### src/hw/rtl/linear_array_queue_with_update_macros.svh
`ifndef LINEAR_ARRAY_QUEUE_WITH_UPDATE_MACROS_SVH
`define LINEAR_ARRAY_QUEUE_WITH_UPDATE_MACROS_SVH

// same-cycle implication, checked on every rising edge out of reset
`define LAQ_ASSERT_NOW(lbl, ante, cons) \
  lbl: assert property (@(posedge clk_i) disable iff (!rst_ni) (ante) |-> (cons)) \
    else $error("same-cycle check failed");

// next-cycle implication, checked on every rising edge out of reset
`define LAQ_ASSERT_NEXT(lbl, ante, cons) \
  lbl: assert property (@(posedge clk_i) disable iff (!rst_ni) (ante) |=> (cons)) \
    else $error("next-cycle check failed");

`endif

### src/hw/rtl/laq_pkg.sv
package laq_pkg;

  // data path width and default queue depth
  localparam int unsigned DATA_W = 32;
  localparam int unsigned DEPTH  = 16;

  // operation codes
  typedef enum logic [1:0] {
    MODE_INSERT  = 2'd0,
    MODE_REMOVE  = 2'd1,
    MODE_UPDATE  = 2'd2,
    MODE_DISPLAY = 2'd3
  } mode_e;

  // result status codes
  typedef enum logic [1:0] {
    STAT_OK        = 2'd0,
    STAT_FULL      = 2'd1,
    STAT_EMPTY     = 2'd2,
    STAT_NOT_FOUND = 2'd3
  } status_e;

  // control states
  typedef enum logic [1:0] {
    ST_IDLE,
    ST_DATA,
    ST_UPD_DONE
  } state_e;

  // input transaction
  typedef struct packed {
    logic [1:0]               mode;
    logic signed [DATA_W-1:0] value;
    logic signed [DATA_W-1:0] new_value;
  } in_t;

  // output transaction
  typedef struct packed {
    logic [1:0]               status;
    logic signed [DATA_W-1:0] item_value;
    logic                     last;
  } out_t;

endpackage

### src/hw/rtl/laq_ram.sv
module laq_ram #(
  parameter int unsigned Width = 32,
  parameter int unsigned Depth = 16
) (
  input  logic                     clk_i,
  input  logic                     we_i,
  input  logic [$clog2(Depth)-1:0] waddr_i,
  input  logic [Width-1:0]         wdata_i,
  input  logic [$clog2(Depth)-1:0] raddr_i,
  output logic [Width-1:0]         rdata_o
);

  logic [Width-1:0] mem_q [Depth];

  // one write port, one registered read port
  always_ff @(posedge clk_i) begin
    if (we_i) begin
      mem_q[waddr_i] <= wdata_i;
    end
    rdata_o <= mem_q[raddr_i];
  end

endmodule

### src/hw/rtl/linear_array_queue_with_update.sv
// Insert, and any operation on an empty queue: result is valid in the cycle after accept.
// Remove: the head entry is read from the RAM, then registered as the result.
// Update: scans the entries from head to tail, writing the new value on a match, then
// forms the status and registers it; display streams one entry per cycle unless output stalls.
// Next item is accepted as the final result leaves: insert every cycle if output not stalled.
// Reset: empty queue, head and tail at zero; entry contents undefined, no clear.
module linear_array_queue_with_update #(
  parameter int unsigned DEPTH = laq_pkg::DEPTH
) (
  input  logic           clk_i,
  input  logic           rst_ni,
  input  logic           in_valid_i,
  output logic           in_ready_o,
  input  laq_pkg::in_t   in_i,
  output logic           out_valid_o,
  input  logic           out_ready_i,
  output laq_pkg::out_t  out_o
);

  `include "linear_array_queue_with_update_macros.svh"

  localparam int unsigned IdxW = $clog2(DEPTH);
  localparam int unsigned DW   = laq_pkg::DATA_W;
  localparam logic [IdxW-1:0] LastIdx = IdxW'(DEPTH - 1);

  laq_pkg::state_e state_q, state_d;
  logic [IdxW-1:0] head_q, head_d, tail_q, tail_d;
  logic            empty_q, empty_d;
  logic [IdxW-1:0] rd_addr_q, rd_addr_d, end_q, end_d;
  logic [1:0]      op_q, op_d;
  logic [DW-1:0]   val_q, val_d, new_q, new_d;
  logic            found_q, found_d;
  logic            out_valid_q, out_valid_d;
  laq_pkg::out_t   out_q, out_d;

  logic            ram_we;
  logic [IdxW-1:0] ram_waddr;
  logic [DW-1:0]   ram_wdata, ram_rdata;

  logic in_fire, out_free, at_end, is_full, match;

  // handshake
  assign out_free    = !out_valid_q || out_ready_i;
  assign in_ready_o  = (state_q == laq_pkg::ST_IDLE) && out_free;
  assign in_fire     = in_valid_i && in_ready_o;
  assign out_valid_o = out_valid_q;
  assign out_o       = out_q;

  assign at_end  = (rd_addr_q == end_q);
  assign is_full = !empty_q && (tail_q == LastIdx);
  assign match   = (ram_rdata == val_q);

  // entry storage
  laq_ram #(
    .Width (DW),
    .Depth (DEPTH)
  ) u_ram (
    .clk_i   (clk_i),
    .we_i    (ram_we),
    .waddr_i (ram_waddr),
    .wdata_i (ram_wdata),
    .raddr_i (rd_addr_d),
    .rdata_o (ram_rdata)
  );

  // next state
  always_comb begin
    state_d = state_q;
    unique case (state_q)
      laq_pkg::ST_IDLE: begin
        if (in_fire && !empty_q && (in_i.mode != laq_pkg::MODE_INSERT)) begin
          state_d = laq_pkg::ST_DATA;
        end
      end
      laq_pkg::ST_DATA: begin
        if (op_q == laq_pkg::MODE_UPDATE) begin
          if (at_end) begin
            state_d = laq_pkg::ST_UPD_DONE;
          end
        end else if (out_free && at_end) begin
          state_d = laq_pkg::ST_IDLE;
        end
      end
      laq_pkg::ST_UPD_DONE: begin
        if (out_free) begin
          state_d = laq_pkg::ST_IDLE;
        end
      end
      default: state_d = laq_pkg::ST_IDLE;
    endcase
  end

  // pointers, RAM access and result register
  always_comb begin
    head_d      = head_q;
    tail_d      = tail_q;
    empty_d     = empty_q;
    rd_addr_d   = rd_addr_q;
    end_d       = end_q;
    op_d        = op_q;
    val_d       = val_q;
    new_d       = new_q;
    found_d     = found_q;
    out_valid_d = out_valid_q && !out_ready_i;
    out_d       = out_q;
    ram_we      = 1'b0;
    ram_waddr   = rd_addr_q;
    ram_wdata   = new_q;

    unique case (state_q)
      laq_pkg::ST_IDLE: begin
        if (in_fire) begin
          op_d        = in_i.mode;
          val_d       = in_i.value;
          new_d       = in_i.new_value;
          found_d     = 1'b0;
          out_valid_d = 1'b1;
          out_d       = '{status: laq_pkg::STAT_OK, item_value: '0, last: 1'b1};
          if (in_i.mode == laq_pkg::MODE_INSERT) begin
            if (is_full) begin
              out_d.status = laq_pkg::STAT_FULL;
            end else begin
              ram_we    = 1'b1;
              ram_waddr = empty_q ? '0 : tail_q + 1'b1;
              ram_wdata = in_i.value;
              tail_d    = empty_q ? '0 : tail_q + 1'b1;
              head_d    = empty_q ? '0 : head_q;
              empty_d   = 1'b0;
            end
          end else if (empty_q) begin
            out_d.status = laq_pkg::STAT_EMPTY;
          end else begin
            // result comes later from the scan
            out_valid_d = out_valid_q && !out_ready_i;
            out_d       = out_q;
            rd_addr_d   = head_q;
            if (in_i.mode == laq_pkg::MODE_REMOVE) begin
              end_d = head_q;
              if (head_q == tail_q) begin
                head_d  = '0;
                tail_d  = '0;
                empty_d = 1'b1;
              end else begin
                head_d = head_q + 1'b1;
              end
            end else begin
              end_d = tail_q;
            end
          end
        end
      end
      laq_pkg::ST_DATA: begin
        if (op_q == laq_pkg::MODE_UPDATE) begin
          // replace matching entry while the next one is read
          ram_we  = match;
          found_d = found_q || match;
          if (!at_end) begin
            rd_addr_d = rd_addr_q + 1'b1;
          end
        end else if (out_free) begin
          out_valid_d = 1'b1;
          out_d = '{status: laq_pkg::STAT_OK, item_value: $signed(ram_rdata), last: at_end};
          if (!at_end) begin
            rd_addr_d = rd_addr_q + 1'b1;
          end
        end
      end
      laq_pkg::ST_UPD_DONE: begin
        if (out_free) begin
          out_valid_d = 1'b1;
          out_d = '{status: found_q ? laq_pkg::STAT_OK : laq_pkg::STAT_NOT_FOUND,
                    item_value: '0, last: 1'b1};
        end
      end
      default: ;
    endcase
  end

  // control registers
  always_ff @(posedge clk_i or negedge rst_ni) begin
    if (!rst_ni) begin
      state_q     <= laq_pkg::ST_IDLE;
      head_q      <= '0;
      tail_q      <= '0;
      empty_q     <= 1'b1;
      out_valid_q <= 1'b0;
    end else begin
      state_q     <= state_d;
      head_q      <= head_d;
      tail_q      <= tail_d;
      empty_q     <= empty_d;
      out_valid_q <= out_valid_d;
    end
  end

  // payload registers
  always_ff @(posedge clk_i) begin
    rd_addr_q <= rd_addr_d;
    end_q     <= end_d;
    op_q      <= op_d;
    val_q     <= val_d;
    new_q     <= new_d;
    found_q   <= found_d;
    out_q     <= out_d;
  end

  // an empty queue has both indices at zero
  `LAQ_ASSERT_NOW(a_empty_idx, empty_q, (head_q == '0) && (tail_q == '0))
  // a filled queue never has its head past its tail
  `LAQ_ASSERT_NOW(a_head_le_tail, !empty_q, head_q <= tail_q)
  // indices only move on an accepted transaction
  `LAQ_ASSERT_NEXT(a_idx_hold, state_q != laq_pkg::ST_IDLE, $stable(head_q) && $stable(tail_q))
  // the display and remove scans never write the store
  `LAQ_ASSERT_NOW(a_no_wr_scan, (state_q == laq_pkg::ST_DATA) && (op_q != laq_pkg::MODE_UPDATE), !ram_we)

endmodule
### config.mk
export PLATFORM = sky130hd
export DESIGN_NAME = linear_array_queue_with_update
export DESIGN_NICKNAME = d
export VERILOG_FILES = /design/src/hw/rtl/laq_pkg.sv /design/src/hw/rtl/laq_ram.sv /design/src/hw/rtl/linear_array_queue_with_update.sv
export VERILOG_INCLUDE_DIRS = /design/src /design/src/hw/rtl
export SDC_FILE = /design/constraint.sdc
export NUM_CORES = 1
export LEC_CHECK = 0
export ABC_AREA = 1
export BUFFER_PORTS_ARGS = -buffer_cell sky130_fd_sc_hd__buf_4
export CAP_MARGIN = 20
export CORE_AREA = 3 3 408 289
export CTS_CLUSTER_DIAMETER = 30
export DETAILED_ROUTE_END_ITERATION = 10
export DIE_AREA = 0 0 411 292
export PLACE_DENSITY = 0.4
export SYNTH_ARGS = -nofsm -noshare
export SYNTH_HDL_FRONTEND = slang
export SYNTH_SLANG_ARGS = --single-unit
### constraint.sdc
create_clock -name clk_i -period 13.4 [get_ports clk_i]
set_input_delay 2.01 -clock clk_i [delete_from_list [all_inputs] [get_ports clk_i]]
set_output_delay 2.01 -clock clk_i [all_outputs]
set_load 0.005 [all_outputs]
==> Yosys cells after proc, flatten, opt, wreduce, memory -nomap -nowiden <==
Memories as Yosys holds them, arrays and structs flattened. A register that Yosys moved wholly into a read port is not among the register bits.
Cells that the tools add are included.
{ "word_totals": {"register_bits": 122, "latchBits": 0, "mem_bits_rw": 512, "mem_bits_ro": 0, "output_inout_bits": 37, "mem_count": 1} }
{ "memory_table": {"columns": ["memory", "words", "word_bits", "rd", "rd_clocked_by_memory_dff", "wr", "line_no", "source"], "rows": [
  ["u_ram.mem_q", 16, 32, 1, 1, 1, "laq_ram.sv:13", "logic [Width-1:0] mem_q [Depth];"]
]} }
{ "op_classes": {"add_sub_neg": 3, "mul": 0, "div": 0, "order_cmp": 0, "eq_ne": 20, "shifts": 0, "muxes": 66, "bitwise_logic": 2, "reduce_logical": 27} }
{ "ops": {"columns": ["operator", "n"], "rows": [
  ["two-way mux 35 bit", 4],
  ["two-way mux 32 bit", 4],
  ["case mux 35 bit (3 select lines)", 1],
  ["two-way mux 4 bit", 23],
  ["two-way mux 33 bit", 2],
  ["equality test 32 bit", 1],
  ["two-way mux 1 bit", 19],
  ["AND reduction 6 bit", 3],
  ["two-way mux 2 bit", 8],
  ["!= test 2 bit (second input constant)", 7],
  ["adder 4 x 1 -> 4 bit (second input constant)", 3],
  ["equality test 4 bit", 2],
  ["case mux 4 bit (2 select lines)", 1],
  ["AND reduction 4 bit", 2],
  ["nonzero test 2 bit", 4],
  ["logical AND 1 bit", 7],
  ["!= test 3 bit (second input constant)", 2],
  ["case mux 2 bit (3 select lines)", 1],
  ["AND reduction 3 bit", 2],
  ["equality test 2 x 1 -> 1 bit (second input constant)", 2],
  ["equality test 2 bit (second input constant)", 2],
  ["equality test 4 bit (second input constant)", 1],
  ["zero test 2 bit", 2],
  ["!= test 2 x 1 -> 1 bit (second input constant)", 2],
  ["8 further kinds", 13]
]} }

==> Depth between registers and ports, before layout <==
{ "depth": {"word_depth": 8, "ltp_mapped": 18, "mapped_depth_nobuf": 16} }

==> Cells and area by module <==
From an unflattened synthesis, not the netlist that was laid out.
{ "hier_totals": {"hier_cells": 2697, "area_unflattened_um2": 28456.0} }
{ "by_module_without_submodules": {"columns": ["mod", "n_inst", "cells_each", "area_per_inst_um2"], "rows": [
  ["laq_ram", 1, 2120, 22744.3],
  ["linear_array_queue_with_update", 1, 577, 5711.7]
]} }

==> Least setup slack after synthesis <==
Ideal clock, no wire load.
{ "synth_timing": {"path_type": "input to register", "start": "input out_ready_i", "end": "register out_q, in the netlist out_o[0], enable pin", "arrival_ps": 7165, "t_required_ps": 12884, "path_slack_ps": 5719, "stages": 6, "n_path_buf": 0, "cell_sequence": "inv_1 > nand2_2 > nand3_2 > inv_1 > a21oi_1 > nor4_1"} }
{ "synth_via": {"elab_chain_len": 5, "elab_cells_between_ends": 7, "classes_between": "eq/ne (3); reduce/logical (4)"} }
{ "synth_lines": {"columns": ["element", "line_no", "source"], "rows": [
  ["from (decl)", "linear_array_queue_with_update.sv:16", "input logic out_ready_i,"],
  ["logical OR 1 bit (*)", "linear_array_queue_with_update.sv:43", "assign out_free = !out_valid_q || out_ready_i;"],
  ["logical AND 1 bit", "linear_array_queue_with_update.sv:44", "assign in_ready_o = (state_q == laq_pkg::ST_IDLE) && out_free;"],
  ["logical AND 1 bit", "linear_array_queue_with_update.sv:45", "assign in_fire = in_valid_i && in_ready_o;"],
  ["!= test 2 bit (no line)", null, null],
  ["AND reduction 6 bit (no line) (*)", null, null],
  ["to (signal assigned)", "linear_array_queue_with_update.sv:204", "out_q <= out_d;"],
  ["to (decl)", "linear_array_queue_with_update.sv:34", "laq_pkg::out_t out_q, out_d;"]
]} }
Mark *: on every way between the ends. The rest lies on a longest branch, timed or not.
A chain may end at the register's enable or synchronous reset.

==> Worst setup path after layout <==
{ "layout_timing": {"start": "input out_ready_i", "end": "register u_ram.rdata_o[11] (read register of u_ram.mem_q)"} }
{ "layout_via": {"elab_chain_len": 5, "elab_cells_between_ends": 7, "classes_between": "mux (4); reduce/logical (3)"} }
{ "layout_lines": {"columns": ["element", "line_no", "source"], "rows": [
  ["logical OR 1 bit (*)", "linear_array_queue_with_update.sv:43", null],
  ["logical AND 1 bit", "linear_array_queue_with_update.sv:44", null],
  ["logical AND 1 bit", "linear_array_queue_with_update.sv:45", null],
  ["two-way mux 4 bit", "linear_array_queue_with_update.sv:112", "if (in_fire) begin"],
  ["case mux 4 bit (2 select lines) (*)", "linear_array_queue_with_update.sv:110", "unique case (state_q)"],
  ["to (decl)", "laq_ram.sv:10", "output logic [Width-1:0] rdata_o"]
]} }
Marked as above.

==> flow_metrics.tcl <==
set metrics [dict create \
    status "completed" \
    ios 107 \
    r2r_slack_ns 8.54 \
    wire_per_inst_microns 20.2 \
    cts_resized 0 \
    mostFrequentLayoutCell "nand3_1" \
    dp_cells 3852 \
    layout-drive-gt1-share 0.159 \
    synth.cell_area_sq_um 27300 \
    max_slew_margin 0.245 \
    cts_setup_buffers 0 \
    fin_setup_tns_ns 0 \
    antenna_found_initial 2 \
    fin_crit_sh 0.400 \
    powerDensity_nw_per_um2 273 \
    min_path_type "register to register" \
    endpoint_kind "register" \
    ys_seq_area_frac 0.717 \
    dpl_cell_area_sq_um 29600 \
    power_leakage_nw 12.7 \
    drc 0 \
    p_total_mw 9.34 \
    fin_area_sq_um 34200 \
    hold_violations 0 \
    rsz0062_at_grt "no" \
    worst_slew_pin_slew_ns 1.13 \
    rows 104 \
    die_w_microns 411 \
    root_buffer "clkbuf_16" \
    grt_max_degree 162 \
    skew_ns 0.0245 \
    synthToLayoutAreaGrowth_pct 25.3 \
    overflow 0 \
    ir_drop_mv 0.185 \
    avgSynthCellArea_sq_um 11.8 \
    syn_inst 2316 \
    arrival_ns 5.95 \
    ant_nets 0 \
    pre_cts_slack_ns 7.28 \
    holdBufCountCts 0 \
    dr.pass1.iters 5 \
    core_area_sq_um 114000 \
    vias 18200 \
    clockBufferDepth 3 \
    worstSetupPathType "input pin to register" \
    drt_iter0_drc 1261 \
    grt_pass1_wl_microns 122000 \
    post-route-util 0.299 \
    postSynthNetCount 2396 \
    cp-start-kind "input pin" \
    cts_tree "done" \
    synthDistinctLibCells 33 \
    layout_common_cells "nand3_1 (664), edfxtp_1 (618), nand2_1 (601), buf_4 (140), clkbuf_16 (136)" \
    chipHeight_microns 292 \
    drv_cap 0 \
    diodes 0 \
    final_cells 4097 \
    path_clk_slew_ns 0.05 \
    crit_path_max_fanout 69 \
    via_per_inst 4.45 \
    grtUsageTotal 0.137 \
    ys_seq_elements 666 \
    die_area_sq_um 120000 \
    min_period_ns 5.36 \
    gp_congestion 0.768 \
    maxSlewViolCount 0 \
    numCtsBuffers 134 \
    grt_pass1_vias 18300 \
    min_path_cells 2 \
    fmax_mhz 186 \
    timing.hold.ws_ns 0.533 \
    r2r.worst_path.cells 15 \
    setup_viol 0 \
    cts.htree.levels 4 \
    finalNetCount 2531 \
    clk_latency_ns 0.72 \
    start_util 0.239 \
    cp_data_required_time_ns 13.98 \
    port_buffers 106 \
    wirelength_microns 82700 \
    yosysWarnings 0 \
    cts.sinks 666 \
    hpwl_microns 43800 \
    fin_ws_ns 8.04 \
]
-- Yosys cell counts --
cell / number / area share
a211oi_1: 2 / 0.00055
nand2_2: 6 / 0.0014
o211ai_1: 2 / 0.00055
dfrtp_1: 11 / 0.010
inv_2: 6 / 0.00083
nand3_2: 1 / 0.00037
o21ai_1: 1 / 0.00018
xor2_1: 9 / 0.0029
clkbuf_1: 7 / 0.00096
nor4_1: 6 / 0.0014
nand4_1: 1 / 0.00023
nor2_1: 43 / 0.0059
buf_1: 6 / 0.00083
inv_1: 81 / 0.011
a21oi_1: 11 / 0.0020
a21oi_2: 1 / 0.00032
buf_4: 23 / 0.0063
ha_1: 10 / 0.0046
buf_2: 92 / 0.017
xnor2_1: 15 / 0.0048
nand2_4: 2 / 0.00083
nand3_1: 665 / 0.12
nand2_1: 602 / 0.083
buf_6: 14 / 0.0058
dfstp_2: 1 / 0.00096
or2_2: 10 / 0.0023
nor3b_1: 1 / 0.00028
edfxtp_1: 618 / 0.68
and3_1: 1 / 0.00023
nor2_4: 2 / 0.00083
dfxtp_1: 36 / 0.026
o21ai_0: 25 / 0.0046
nor3_1: 5 / 0.00092
-- kinds of logic (layout without fill, tap and decap cells) --
| group | count (synthesis) | after routing | synth area share |
|---|---|---|---|
| XOR/XNOR | 24 | 24 | 0.00770 |
| flip-flops | 666 | 666 | 0.717 |
| AO/OA/AOI/OAI | 42 | 42 | 0.00821 |
| adder cells (fa/ha/maj) | 10 | 10 | 0.00458 |
| buffers and inverters | 229 | 473 | 0.0427 |
| AND/OR/NAND/NOR | 1345 | 1345 | 0.219 |
-- metal layers --
| layer | global-route usage | vias up | routed length, microns |
|---|---|---|---|
| li1 | - | 8522 | - |
| met1 | 0.199 | 9049 | 40100 |
| met2 | 0.204 | 547 | 36200 |
| met3 | 0.0248 | 120 | 4630 |
| met4 | 0.0481 | 0 | 1710 |
| met5 | 0 | - | 0 |
-- critical path, stage by stage --
cell,delay (ns)
buf_4,0.07
inv_1,0.03
nand2_2,0.10
nand3_2,0.19
nor2_4,0.18
nor2_1,0.10
nor2_4,0.12
nand2_2,0.12
nand2_1,0.12
nand2_4,0.48
inv_6,0.74
buf_4,0.87
nand3_1,0.17
nand3_1,0.15
nand2_1,0.07
nand2_1,0.15
nand2_1,0.13
-- layout make-up --
class	instances	area [sq um]
fillers	11600	80200
well taps	1537	1920
clock buffers	156	3510
clock inverters	89	1070
flip-flops and latches	666	19600
repair buffers	141	1070
multi-input cells	1421	6720
inverters	87	339
-- state kept, by name, indices dropped and copies added (netlist names) --
| name | flops |
|---|---|
| u_ram.mem_q | 512 |
| end_q | 4 |
| head_q | 4 |
| state_q | 2 |
| u_ram.rdata_o | 32 |
| rd_addr_q | 4 |
| val_q | 32 |
| new_q | 32 |
| out_valid_o | 1 |
| op_q | 2 |
| tail_q | 4 |
| found_q | 1 |
| empty_q | 1 |
| out_o | 35 |
-- path summary, 6_finish.rpt --
kind                              startpoint                end
max in group asynchronous             rst_ni            empty_q
setup reg to reg                  state_q[1]  u_ram.rdata_o[11]
setup / recovery                 out_ready_i  u_ram.rdata_o[11]
min in group asynchronous             rst_ni         state_q[0]
hold reg to reg            u_ram.rdata_o[22]          out_o[23]
hold / removal             u_ram.rdata_o[22]          out_o[23]
-- power by group --
group	switching, mW	internal [mW]
Sequential	0.125	2.61
Clock	1.14	2.18
Combinational	2.36	0.918
No activity file was read; power rests on OpenSTA's default activity.
